`src/rtl/btt_pkg.sv`:
```
// Shared types and codes for the brace tag template tokenizer.
package btt_pkg;

    // Segment kinds
    localparam logic [1:0] KIND_LITERAL = 2'd0;
    localparam logic [1:0] KIND_VARIABLE = 2'd1;
    localparam logic [1:0] KIND_ERROR = 2'd2;

    // Error codes
    localparam logic [2:0] ERR_NONE = 3'd0;
    localparam logic [2:0] ERR_UNTERMINATED = 3'd1;
    localparam logic [2:0] ERR_EMPTY_TAG = 3'd2;
    localparam logic [2:0] ERR_BAD_NAME = 3'd3;
    localparam logic [2:0] ERR_TOO_LONG = 3'd4;

    // Result queue depth and the fill level up to which a new item is taken
    localparam int FIFO_DEPTH = 8;
    localparam int FIFO_AW = 3;
    localparam int FIFO_ACCEPT_MAX = FIFO_DEPTH - 4;

    // One result item
    typedef struct packed {
        logic [1:0] kind;
        logic [15:0] offset;
        logic [16:0] length;
        logic [2:0] err;
        logic last;
    } t_seg;

    // Up to two results produced by one input item, in order
    typedef struct packed {
        logic v0;
        logic v1;
        t_seg s0;
        t_seg s1;
    } t_push;

endpackage

```
`src/rtl/btt_fifo.sv`:
```
// Result queue: takes up to two results a cycle, hands out one a cycle.
module btt_fifo (
    input  logic              i_clk,
    input  logic              i_rst_n,
    input  btt_pkg::t_push    i_push,
    input  logic              i_pop,
    output logic              o_valid,
    output btt_pkg::t_seg     o_seg,
    output logic              o_space
);

    localparam int CW = btt_pkg::FIFO_AW + 1;

    btt_pkg::t_seg r_mem [btt_pkg::FIFO_DEPTH];
    logic [btt_pkg::FIFO_AW-1:0] r_wr;
    logic [btt_pkg::FIFO_AW-1:0] r_rd;
    logic [CW-1:0] r_cnt;

    logic do_pop;
    logic [1:0] n_push;
    logic [btt_pkg::FIFO_AW-1:0] wr1;

    assign do_pop = i_pop && (r_cnt != '0);
    assign n_push = {1'b0, i_push.v0} + {1'b0, i_push.v1};
    assign wr1 = r_wr + btt_pkg::FIFO_AW'(1);

    assign o_valid = (r_cnt != '0);
    assign o_seg = r_mem[r_rd];
    assign o_space = (r_cnt <= CW'(btt_pkg::FIFO_ACCEPT_MAX));

    // Store pushed results
    always_ff @(posedge i_clk) begin
        if (i_push.v0) begin
            r_mem[r_wr] <= i_push.s0;
        end
        if (i_push.v0 && i_push.v1) begin
            r_mem[wr1] <= i_push.s1;
        end
    end

    // Advance pointers and fill count
    always_ff @(posedge i_clk) begin
        if (!i_rst_n) begin
            r_wr <= '0;
            r_rd <= '0;
            r_cnt <= '0;
        end else begin
            r_wr <= r_wr + btt_pkg::FIFO_AW'(n_push);
            if (do_pop) begin
                r_rd <= r_rd + btt_pkg::FIFO_AW'(1);
            end
            r_cnt <= r_cnt + CW'(n_push) - CW'(do_pop);
        end
    end

endmodule

```
`src/rtl/btt_core.sv`:
```
// Tokenizer state and per-byte decision logic behind an input register.
module btt_core #(
    parameter int MAX_TEXT = 65536
) (
    input  logic           i_clk,
    input  logic           i_rst_n,
    input  logic           i_valid,
    input  logic           i_has_byte,
    input  logic [7:0]     i_text_byte,
    input  logic           i_end_of_text,
    output btt_pkg::t_push o_push
);

    localparam int PW = $clog2(MAX_TEXT + 1);
    localparam logic [PW-1:0] MAX_POS = PW'(MAX_TEXT);
    localparam logic [7:0] CH_OPEN = 8'h7B;
    localparam logic [7:0] CH_CLOSE = 8'h7D;
    localparam logic [7:0] CH_BANG = 8'h21;
    localparam logic [7:0] CH_SPACE = 8'h20;
    localparam logic [7:0] CH_TAB = 8'h09;
    localparam logic [7:0] CH_UNDER = 8'h5F;
    localparam logic [7:0] CH_DOT = 8'h2E;
    localparam logic [7:0] CH_DASH = 8'h2D;

    typedef enum logic [1:0] {
        M_LITERAL,
        M_TAG,
        M_DRAIN
    } t_mode;

    // Per-tag tracking; valid flags stand for the invalid marker
    typedef struct packed {
        logic has_content;
        logic comment;
        logic nf_v;
        logic [PW-1:0] nf;
        logic [PW-1:0] ne;
        logic bad_v;
        logic [PW-1:0] bad;
        logic bl_v;
        logic [PW-1:0] bl;
    } t_tag;

    function automatic logic is_name_byte(input logic [7:0] c);
        logic r;
        r = (c >= 8'h61 && c <= 8'h7A) || (c >= 8'h41 && c <= 8'h5A) ||
            (c >= 8'h30 && c <= 8'h39) || c == CH_UNDER || c == CH_DOT || c == CH_DASH;
        return r;
    endfunction

    // Fold one content byte into the tag tracking
    function automatic t_tag content(input t_tag s, input logic [7:0] c,
                                     input logic [PW-1:0] pos);
        t_tag n;
        n = s;
        if (!s.has_content && c == CH_BANG) begin
            n.comment = 1'b1;
        end
        n.has_content = 1'b1;
        if (!n.comment) begin
            if (c == CH_SPACE || c == CH_TAB) begin
                if (s.nf_v && !s.bl_v) begin
                    n.bl_v = 1'b1;
                    n.bl = pos;
                end
            end else begin
                if (!s.nf_v) begin
                    n.nf_v = 1'b1;
                    n.nf = pos;
                end
                if (s.bl_v) begin
                    if (!s.bad_v) begin
                        n.bad_v = 1'b1;
                        n.bad = s.bl;
                    end
                    n.bl_v = 1'b0;
                end
                if (!is_name_byte(c) && !n.bad_v) begin
                    n.bad_v = 1'b1;
                    n.bad = pos;
                end
                n.ne = pos + PW'(1);
            end
        end
        return n;
    endfunction

    function automatic logic [15:0] off16(input logic [PW-1:0] v);
        logic [PW+15:0] e;
        e = {16'b0, v};
        return e[15:0];
    endfunction

    function automatic logic [16:0] len17(input logic [PW-1:0] v);
        logic [PW+16:0] e;
        e = {17'b0, v};
        return e[16:0];
    endfunction

    function automatic logic [15:0] sat16(input logic [PW-1:0] v);
        logic [PW+15:0] e;
        e = {16'b0, v};
        return (e > (PW+16)'(16'hFFFF)) ? 16'hFFFF : e[15:0];
    endfunction

    function automatic btt_pkg::t_seg mk_seg(input logic [1:0] kind, input logic [15:0] off,
                                             input logic [16:0] len, input logic [2:0] err);
        btt_pkg::t_seg s;
        s.kind = kind;
        s.offset = off;
        s.length = len;
        s.err = err;
        s.last = (kind == btt_pkg::KIND_ERROR);
        return s;
    endfunction

    // Input register
    logic r_in_valid;
    logic r_in_has;
    logic [7:0] r_in_byte;
    logic r_in_eot;

    // Parse state
    t_mode r_mode, n_mode;
    logic r_prev_open, n_prev_open;
    logic r_pend_close, n_pend_close;
    logic [PW-1:0] r_pos, n_pos;
    logic [PW-1:0] r_lit_base, n_lit_base;
    logic [PW-1:0] r_tag_start, n_tag_start;
    t_tag r_tag, n_tag;

    t_tag tag_mid;
    btt_pkg::t_seg a0, a1, b0;
    logic [1:0] a_cnt;
    logic b_v;
    btt_pkg::t_push push;

    always_comb begin
        n_mode = r_mode;
        n_prev_open = r_prev_open;
        n_pend_close = r_pend_close;
        n_pos = r_pos;
        n_lit_base = r_lit_base;
        n_tag_start = r_tag_start;
        n_tag = r_tag;
        tag_mid = r_tag;
        a0 = '0;
        a1 = '0;
        b0 = '0;
        a_cnt = 2'd0;
        b_v = 1'b0;
        push = '0;

        if (r_in_valid) begin
            // Take the byte
            if (r_in_has && r_mode != M_DRAIN) begin
                if (r_pos >= MAX_POS) begin
                    a0 = mk_seg(btt_pkg::KIND_ERROR, sat16(r_pos), 17'd0,
                                btt_pkg::ERR_TOO_LONG);
                    a_cnt = 2'd1;
                    n_mode = M_DRAIN;
                end else begin
                    n_pos = r_pos + PW'(1);
                    if (r_mode == M_LITERAL) begin
                        if (r_prev_open && r_in_byte == CH_OPEN) begin
                            n_prev_open = 1'b0;
                            n_tag_start = r_pos - PW'(1);
                            n_pend_close = 1'b0;
                            n_tag = '0;
                            n_mode = M_TAG;
                        end else begin
                            n_prev_open = (r_in_byte == CH_OPEN);
                        end
                    end else if (r_pend_close) begin
                        n_pend_close = 1'b0;
                        if (r_in_byte == CH_CLOSE) begin
                            // Close the tag
                            if (!r_tag.comment && !r_tag.nf_v) begin
                                a0 = mk_seg(btt_pkg::KIND_ERROR, off16(r_tag_start), 17'd0,
                                            btt_pkg::ERR_EMPTY_TAG);
                                a_cnt = 2'd1;
                                n_mode = M_DRAIN;
                            end else if (!r_tag.comment && r_tag.bad_v) begin
                                a0 = mk_seg(btt_pkg::KIND_ERROR, off16(r_tag.bad), 17'd0,
                                            btt_pkg::ERR_BAD_NAME);
                                a_cnt = 2'd1;
                                n_mode = M_DRAIN;
                            end else begin
                                if (r_tag_start > r_lit_base) begin
                                    a0 = mk_seg(btt_pkg::KIND_LITERAL, off16(r_lit_base),
                                                len17(r_tag_start - r_lit_base),
                                                btt_pkg::ERR_NONE);
                                    a_cnt = 2'd1;
                                end
                                if (!r_tag.comment) begin
                                    if (a_cnt == 2'd1) begin
                                        a1 = mk_seg(btt_pkg::KIND_VARIABLE, off16(r_tag.nf),
                                                    len17(r_tag.ne - r_tag.nf),
                                                    btt_pkg::ERR_NONE);
                                        a_cnt = 2'd2;
                                    end else begin
                                        a0 = mk_seg(btt_pkg::KIND_VARIABLE, off16(r_tag.nf),
                                                    len17(r_tag.ne - r_tag.nf),
                                                    btt_pkg::ERR_NONE);
                                        a_cnt = 2'd1;
                                    end
                                end
                                n_lit_base = r_pos + PW'(1);
                                n_mode = M_LITERAL;
                                n_tag = '0;
                            end
                        end else begin
                            // Held close brace was content after all
                            tag_mid = content(r_tag, CH_CLOSE, r_pos - PW'(1));
                            n_tag = content(tag_mid, r_in_byte, r_pos);
                        end
                    end else if (r_in_byte == CH_CLOSE) begin
                        n_pend_close = 1'b1;
                    end else begin
                        n_tag = content(r_tag, r_in_byte, r_pos);
                    end
                end
            end

            // End of text: flush trailing literal or report open tag, then restart
            if (r_in_eot) begin
                if (n_mode == M_LITERAL) begin
                    if (n_pos > n_lit_base) begin
                        b0 = mk_seg(btt_pkg::KIND_LITERAL, off16(n_lit_base),
                                    len17(n_pos - n_lit_base), btt_pkg::ERR_NONE);
                        b_v = 1'b1;
                    end
                end else if (n_mode == M_TAG) begin
                    b0 = mk_seg(btt_pkg::KIND_ERROR, off16(n_tag_start), 17'd0,
                                btt_pkg::ERR_UNTERMINATED);
                    b_v = 1'b1;
                end
                n_mode = M_LITERAL;
                n_prev_open = 1'b0;
                n_pend_close = 1'b0;
                n_pos = '0;
                n_lit_base = '0;
                n_tag_start = '0;
                n_tag = '0;
            end

            // Order results into the two slots
            unique case (a_cnt)
                2'd0: begin
                    push.v0 = b_v;
                    push.s0 = b0;
                end
                2'd1: begin
                    push.v0 = 1'b1;
                    push.s0 = a0;
                    push.v1 = b_v;
                    push.s1 = b0;
                end
                default: begin
                    push.v0 = 1'b1;
                    push.s0 = a0;
                    push.v1 = 1'b1;
                    push.s1 = a1;
                end
            endcase

            // Mark the final result of the text
            if (r_in_eot) begin
                if (push.v1) begin
                    push.s1.last = 1'b1;
                end else if (push.v0) begin
                    push.s0.last = 1'b1;
                end
            end
        end
    end

    assign o_push = push;

    // Capture accepted items
    always_ff @(posedge i_clk) begin
        if (!i_rst_n) begin
            r_in_valid <= 1'b0;
        end else begin
            r_in_valid <= i_valid;
        end
        if (i_valid) begin
            r_in_has <= i_has_byte;
            r_in_byte <= i_text_byte;
            r_in_eot <= i_end_of_text;
        end
    end

    // Hold parse state
    always_ff @(posedge i_clk) begin
        if (!i_rst_n) begin
            r_mode <= M_LITERAL;
            r_prev_open <= 1'b0;
            r_pend_close <= 1'b0;
            r_pos <= '0;
            r_lit_base <= '0;
            r_tag_start <= '0;
            r_tag <= '0;
        end else begin
            r_mode <= n_mode;
            r_prev_open <= n_prev_open;
            r_pend_close <= n_pend_close;
            r_pos <= n_pos;
            r_lit_base <= n_lit_base;
            r_tag_start <= n_tag_start;
            r_tag <= n_tag;
        end
    end

endmodule

```
`src/rtl/brace_tag_template_tokenizer.sv`:
```
// Top level of the brace tag template tokenizer: stream ports, core and result queue.
// Takes one template byte per cycle and splits the text into literal and variable-name
// segments (offset and length), skipping comment tags and reporting the first error of
// a text. An input transfer is taken every cycle while the result queue holds four or
// fewer entries; a result appears after its byte has passed the input register and then the
// queue. A closing tag can yield a literal and a name from one byte; those leave the
// 8-entry queue one per cycle, so sustained rate is one byte per cycle as long as results
// average no more than one per byte and the sink keeps up.
module brace_tag_template_tokenizer #(
    parameter int MAX_TEXT = 65536
) (
    input  logic        i_clk,
    input  logic        i_rst_n,
    // Input stream
    input  logic        i_s_tvalid,
    output logic        o_s_tready,
    input  logic [7:0]  i_s_tdata,   // [7:0] text_byte
    input  logic        i_s_tuser,   // [0] has_byte
    input  logic        i_s_tlast,   // end_of_text
    // Result stream
    output logic        o_m_tvalid,
    input  logic        i_m_tready,
    output logic [39:0] o_m_tdata,   // [15:0] seg_offset, [32:16] seg_length,
                                     // [35:33] error_code, [39:36] zero
    output logic [1:0]  o_m_tuser,   // [1:0] seg_type
    output logic        o_m_tlast    // last_segment
);

    logic s_xfer;
    logic space;
    btt_pkg::t_push push;
    btt_pkg::t_seg seg;

    assign o_s_tready = space;
    assign s_xfer = i_s_tvalid && space;

    btt_core #(
        .MAX_TEXT (MAX_TEXT)
    ) u_core (
        .i_clk         (i_clk),
        .i_rst_n       (i_rst_n),
        .i_valid       (s_xfer),
        .i_has_byte    (i_s_tuser),
        .i_text_byte   (i_s_tdata),
        .i_end_of_text (i_s_tlast),
        .o_push        (push)
    );

    btt_fifo u_fifo (
        .i_clk   (i_clk),
        .i_rst_n (i_rst_n),
        .i_push  (push),
        .i_pop   (i_m_tready),
        .o_valid (o_m_tvalid),
        .o_seg   (seg),
        .o_space (space)
    );

    // Pack the result fields
    assign o_m_tdata = {4'b0, seg.err, seg.length, seg.offset};
    assign o_m_tuser = seg.kind;
    assign o_m_tlast = seg.last;

endmodule
```
`config.mk`:
```
export PLATFORM = sky130hd
export DESIGN_NAME = brace_tag_template_tokenizer
export DESIGN_NICKNAME = d
export VERILOG_FILES = /design/src/rtl/btt_pkg.sv /design/src/rtl/btt_fifo.sv /design/src/rtl/btt_core.sv /design/src/rtl/brace_tag_template_tokenizer.sv
export SDC_FILE = /design/constraint.sdc
export NUM_CORES = 1
export LEC_CHECK = 0
export ABC_CLOCK_PERIOD_IN_PS = 14000
export BUFFER_PORTS_ARGS = -buffer_cell sky130_fd_sc_hd__buf_2
export CAP_MARGIN = 40
export CORE_MARGIN = 4
export CORE_UTILIZATION = 35
export CTS_CLUSTER_DIAMETER = 40
export DETAILED_ROUTE_END_ITERATION = 8
export PLACE_DENSITY = 0.49
export SYNTH_ARGS = -nofsm -noshare
export SYNTH_HDL_FRONTEND = slang
export SYNTH_SLANG_ARGS = --single-unit
```
`constraint.sdc`:
```
create_clock -name i_clk -period 14 [get_ports i_clk]
set_clock_uncertainty 0.05 [all_clocks]
set_input_delay 1.4 -clock i_clk [delete_from_list [all_inputs] [get_ports i_clk]]
set_output_delay 1.4 -clock i_clk [all_outputs]
set_load 0.02 [all_outputs]
```
=== Word level (Yosys, flattened, before mapping) ===
Memory sizes are Yosys's and may differ from the RTL's. A register that Yosys moved wholly into a read port is not among the register bits.
Cells that the tools add are included.

* Flip-flop bits (word level): 149
* Bits in latches: 0
* Word-level logic and storage cells: 292
* ROM bits: 0
* Memories kept: 1
* Bits in writable memories: 312

* Bitwise operators: 0
* Multiply operators: 0
* Divide/modulo/power cells: 0
* Multiplexer cells: 172
* Eq/ne operators: 26
* Reductions and logical operators: 47
* $add $sub $neg: 12
* Shift-type cells: 0
* $lt $le $gt $ge: 11

{| class="wikitable"
|+ Memories
! name !! words !! bits a word !! read ports !! clocked after memory_dff !! write ports !! line !! text
|-
| u_fifo.r_mem || 8 || 39 || 1 || 1 || 2 || btt_fifo.sv:14 || <nowiki>btt_pkg::t_seg r_mem [btt_pkg::FIFO_DEPTH];</nowiki>
|}

{| class="wikitable"
|+ Operator list
! kind !! count
|-
| $mux 39 || 20
|-
| $mux 73 || 10
|-
| $mux 19 || 25
|-
| $mux 17 || 26
|-
| $mux 54 || 7
|-
| $mux 71 || 2
|-
| $mux 53 || 2
|-
| $mux 80 || 1
|-
| $pmux 39 s2 || 1
|-
| $mux 38 || 2
|-
| $mux 37 || 2
|-
| $mux 18 || 4
|-
| $mux 2 || 28
|-
| $sub 17x17->17 || 3
|-
| $mux 1 || 38
|-
| $add 17x1->17 const B || 2
|-
| $gt 17x17->1 || 2
|-
| $eq 8x6->1 const B || 4
|-
| $eq 8x7->1 const B || 3
|-
| $reduce_and 9->1 || 2
|-
| $ge 17x17->1 const B || 1
|-
| $gt 17x16->1 const B || 1
|-
| $sub 17x1->17 const B || 1
|-
| $ge 8x7->1 const B || 2
|-
| other kinds (34) || 79
|}

=== Depth between registers and ports, before layout ===
* Depth in word-level cells: 38
* Depth in mapped cells: 27

=== By module ===
From an unflattened synthesis, not the netlist that was laid out.

* Cells, all modules: 2709
* Area, all modules: 29159.2 µm²

{| class="wikitable"
|+ By module, submodules not included
! module !! times used !! cells each !! area an instance (µm²)
|-
| btt_fifo || 1 || 890 || 16234.3
|-
| btt_core || 1 || 1813 || 12884.9
|-
| brace_tag_template_tokenizer || 1 || 6 || 40.0
|}

=== Worst setup path after synthesis ===
OpenSTA, ideal clock, no wires.

* Path type: flip-flop to flip-flop
* Start: register u_core.r_in_byte[1]
* End: memory u_fifo.r_mem[3][0] (netlist bit) (enable)
* Required time: 13.439 ns
* Slack: 8.009 ns
* Path buffers: 5
* Library setup time: 0.511 ns
* Arrival time: 5.431 ns
* Stages on the path, launching flop included: 23
* Clock period less this slack: 5.991 ns
* Cell sequence: edfxtp_1 > clkbuf_1 > nand4b_1 > nor3_1 > nand2_1 > clkbuf_1 > clkbuf_1 > a21oi_1 > ha_1 > clkbuf_1 > a21o_1 > a31oi_1 > o2bb2ai_1 > o41ai_2 > a21oi_1 > nor2_1 > nor2_1 > ha_1 > inv_1 > nor2_1 > nand3_1 > clkbuf_1 > nand2_1

{| class="wikitable"
|+ RTL lines
! element !! line !! text
|-
| from (decl) || btt_core.sv:120 || <nowiki>logic [7:0] r_in_byte;</nowiki>
|-
| from (signal assigned) || btt_core.sv:289 || <nowiki>r_in_byte <= i_text_byte;</nowiki>
|-
| to (decl) || btt_fifo.sv:14 ||
|}

==> out/metrics.csv <==
metric,value,unit
pwr-share-clk,49.6,%
startpoint_type,register,
drt_wl_total,132,mm
num_io_pins,59,
crit_type,register to register,
cts_tree,built,
status,completed,
drive_gt1_share,16.9,%
cts-root-buf,clkbuf_16,
htree_levels,3,
die_area,0.0861,mm2
maxCapViolCount,0,
hp-class,register to register,
via_per_inst,6.40,
critPathBufInv,6,
p_sw,1.31,mW
antenna_found_initial,1,
synth_cells,2924,
gp_congestion,0.980,
post-place-ws,6.58,ns
cts_setup_buffers,0,
fillers,7803,
sw_frac_of_total,29.3,%
start_util,35.4,%
slowest_delay,0.75,ns
slew_headroom,29.4,%
hpwl,95.4,mm
synth_flop_cell,edfxtp_1,
worst_pin_slew,1.06,ns
grt.met2_usage,47.9,%
cts_hold_buf,0,
cp.arrival,7.86,ns
avgSynthCellArea,9.75,um2
coreArea,0.0807,mm2
cp_slowest_cell,nor3_1,
cts_buffers,90,
vias,26400,
grt_max_degree,67,
drv_slew,0,
finalSetupTns,0,ns
finalCritPeriodShare,54.7,%
synth_edf_count,306,
detail-route-antenna-nets,0,
yosys_warnings,0,
seq_area_frac_synth,43.2,%
async_flop_share,0,%
die_y,293,um
antenna_cells,0,
drc,0,
grt_pass1_wl,186,mm
total_power,4.48,mW
cellPowerDensity,133,mW/mm2
nNetsFinal,3077,
fmax,131,MHz
grt-ovfl-total,0,
multiInputGateArea,0.0151,mm2
synth_cell_types,93,
cts_sinks,462,
fp-row-count,104,
critPathMaxFanout,37,
cp_top_family,simple AND/OR/NAND/NOR gates,
p_int,3.17,mW
regArea,0.0123,mm2
ir_worst_vdd,0.0000996,V
critical_path_required,14.20,ns
final-hold-violation-count,0,
gr-usage-met3,5.10,%
rsz0062_at_grt,false,
setup_ws,6.34,ns
setup_violations,0,
stdcell_count,4126,
ctsResizeCount,0,
drtIter0Drc,2952,
fp.dieW,293,um
grt_use_met1,39.2,%
grt_pass1_vias,25500,
synth_area,0.0285,mm2
place_inst,3959,
area_growth,18.0,%
path_clk_slew,0.05,ns
firstDrtPassIters,6,
p_comb_share,16.3,%
ys_seq_elements,462,
period_needed,7.66,ns
p_seq_share,34.1,%
globalRoute.busiestLayer,met2,
wl_per_cell,31.9,um
grt_usage,29.7,%
portBuffers,54,
fin_util,41.7,%
crit_chain,"nand4b_1, nor3_1, nand2_1, buf_16, nor2_1, a21oi_1, ha_1, and3_1, o2111ai_1, a211oi_1, o41ai_2, buf_4, a21oi_1, a21o_1, inv_1, nor2_1, ha_1, inv_1, nor2_1, nand3_1, buf_4, nand2_2, buf_4",
endpoint_kind,register,
clk_path_buf_depth,3,
p_leak,10.8,nW
worst_skew_pair.late_latency,0.67,ns
synthesized netlist by cell type (all sizes together), types with 30 or more instances:
cell	instances	area share, %
a21oi	172	3.0
a221o	30	1.1
a22oi	41	1.1
buf	30	0.55
clkbuf	182	2.4
dfxtp	156	11
edfxtp	306	32
ha	66	2.9
inv	78	1.0
mux2	64	2.5
mux4	78	6.2
nand2	239	3.1
nand3	97	1.7
nor2	277	3.6
nor2b	41	0.90
nor3	76	1.3
o21ai	134	2.4
o221ai	58	1.8
o22ai	237	5.2
xnor2	78	2.4
layout make-up:
type | count | area share (%)
well taps | 1060 | 3.94
flip-flops and latches | 462 | 36.6
multi-input cells | 2170 | 45.0
clock inverters | 66 | 2.47
inverters | 83 | 0.926
clock buffers | 100 | 6.86
repair buffers | 185 | 4.21
state kept, by name, summed over array words and instances, names as in the netlist, named ones only:
signal               count
u_core.r_in_byte         8
u_core.r_tag_start      17
u_core.r_pos            17
u_fifo.r_mem           312
u_fifo.r_cnt             4
u_core.r_in_valid        1
u_core.r_pend_close      1
u_core.r_prev_open       1
u_core.r_in_has          1
u_fifo.r_wr              3
u_fifo.r_rd              3
u_core.r_lit_base       17
u_core.r_in_eot          1
u_core.r_tag            71
u_core.r_mode            2
per-layer routing:
layer / vias up / wire length, um / share of wire [%]
li1: 11500 / - / -
met1: 13100 / 54100 / 41
met2: 1535 / 60200 / 46
met3: 332 / 10700 / 8.1
met4: 2 / 6570 / 5.0
met5: - / 16 / 0.012
kinds of logic after synthesis:
logic type / synth area share [%]
xor+xnor: 3.29
fa+ha+maj: 3.25
buf+inv: 4.04
simple gates: 14.6
other cells: 0.0131
flops: 43.2
compound gates: 22.0
mux: 9.67
power groups by stage:
stage	clock network (mW)	registers [mW]	logic, mW
final	2.22	1.53	0.729
after global routing	2.32	1.54	0.774
after CTS	2.25	1.53	0.731
after detailed placement	0	1.56	0.729
after global placement	0	1.55	0.714
after floorplan	0	1.51	0.523
cells in the final DEF, fill, tap and decap left out, types with 13 or more instances in the layout:
master / Yosys / routed
a21boi_0: 28 / 28
a21o_1: 20 / 20
a21oi_1: 172 / 172
a221o_1: 30 / 30
a22o_1: 27 / 27
a22oi_1: 41 / 41
a31oi_1: 23 / 21
a32oi_1: 14 / 14
and2_1: 28 / 28
and3_1: 25 / 25
buf_2: 6 / 58
buf_4: 4 / 113
clkbuf_16: 0 / 90
clkinv_1: 5 / 19
dfxtp_1: 156 / 151
edfxtp_1: 306 / 306
ha_1: 66 / 66
inv_1: 77 / 77
mux2_2: 64 / 64
mux2i_1: 28 / 28
mux4_2: 78 / 78
nand2_1: 239 / 230
nand2b_1: 17 / 17
nand3_1: 97 / 97
nand4_1: 16 / 16
nor2_1: 277 / 275
nor2b_1: 41 / 41
nor3_1: 76 / 74
o21a_1: 19 / 19
o21ai_0: 124 / 124
o221ai_1: 58 / 58
o22ai_1: 237 / 237
o311ai_0: 13 / 13
or3_1: 20 / 20
xnor2_1: 78 / 78
xor2_1: 29 / 29
metrics by stage:
stage,hold slack [ns],cell area (um2)
finish,0.418,33700
global route,0.444,33700
CTS,0.420,33600
detailed placement,0.412,30500
global placement,0.398,30100
floorplan,0.388,28500
final timing paths:
check                                start                            end  slack [ns]  cells after the start
max          u_core.r_in_byte[1]$_DFFE_PP_  u_fifo.r_mem[3][12]$_DFFE_PP_        6.34                     23
min          u_core.r_tag[13]$_SDFFE_PN0P_  u_core.r_tag[13]$_SDFFE_PN0P_        0.42                      2
max reg2reg  u_core.r_in_byte[1]$_DFFE_PP_  u_fifo.r_mem[3][12]$_DFFE_PP_        6.34                     23
min reg2reg  u_core.r_tag[13]$_SDFFE_PN0P_  u_core.r_tag[13]$_SDFFE_PN0P_        0.42                      2
worst register-to-register path, stage by stage, from the launching register on:
cell	delay [ns]
edfxtp_1	0.49
nand4b_1	0.34
nor3_1	0.75
nand2_1	0.44
buf_16	0.28
nor2_1	0.13
a21oi_1	0.10
ha_1	0.43
and3_1	0.28
o2111ai_1	0.16
a211oi_1	0.60
o41ai_2	0.14
buf_4	0.19
a21oi_1	0.39
a21o_1	0.21
inv_1	0.06
nor2_1	0.09
ha_1	0.29
inv_1	0.14
nor2_1	0.21
nand3_1	0.38
buf_4	0.38
nand2_2	0.09
buf_4	0.60
Power figures use the tool's default switching activity.
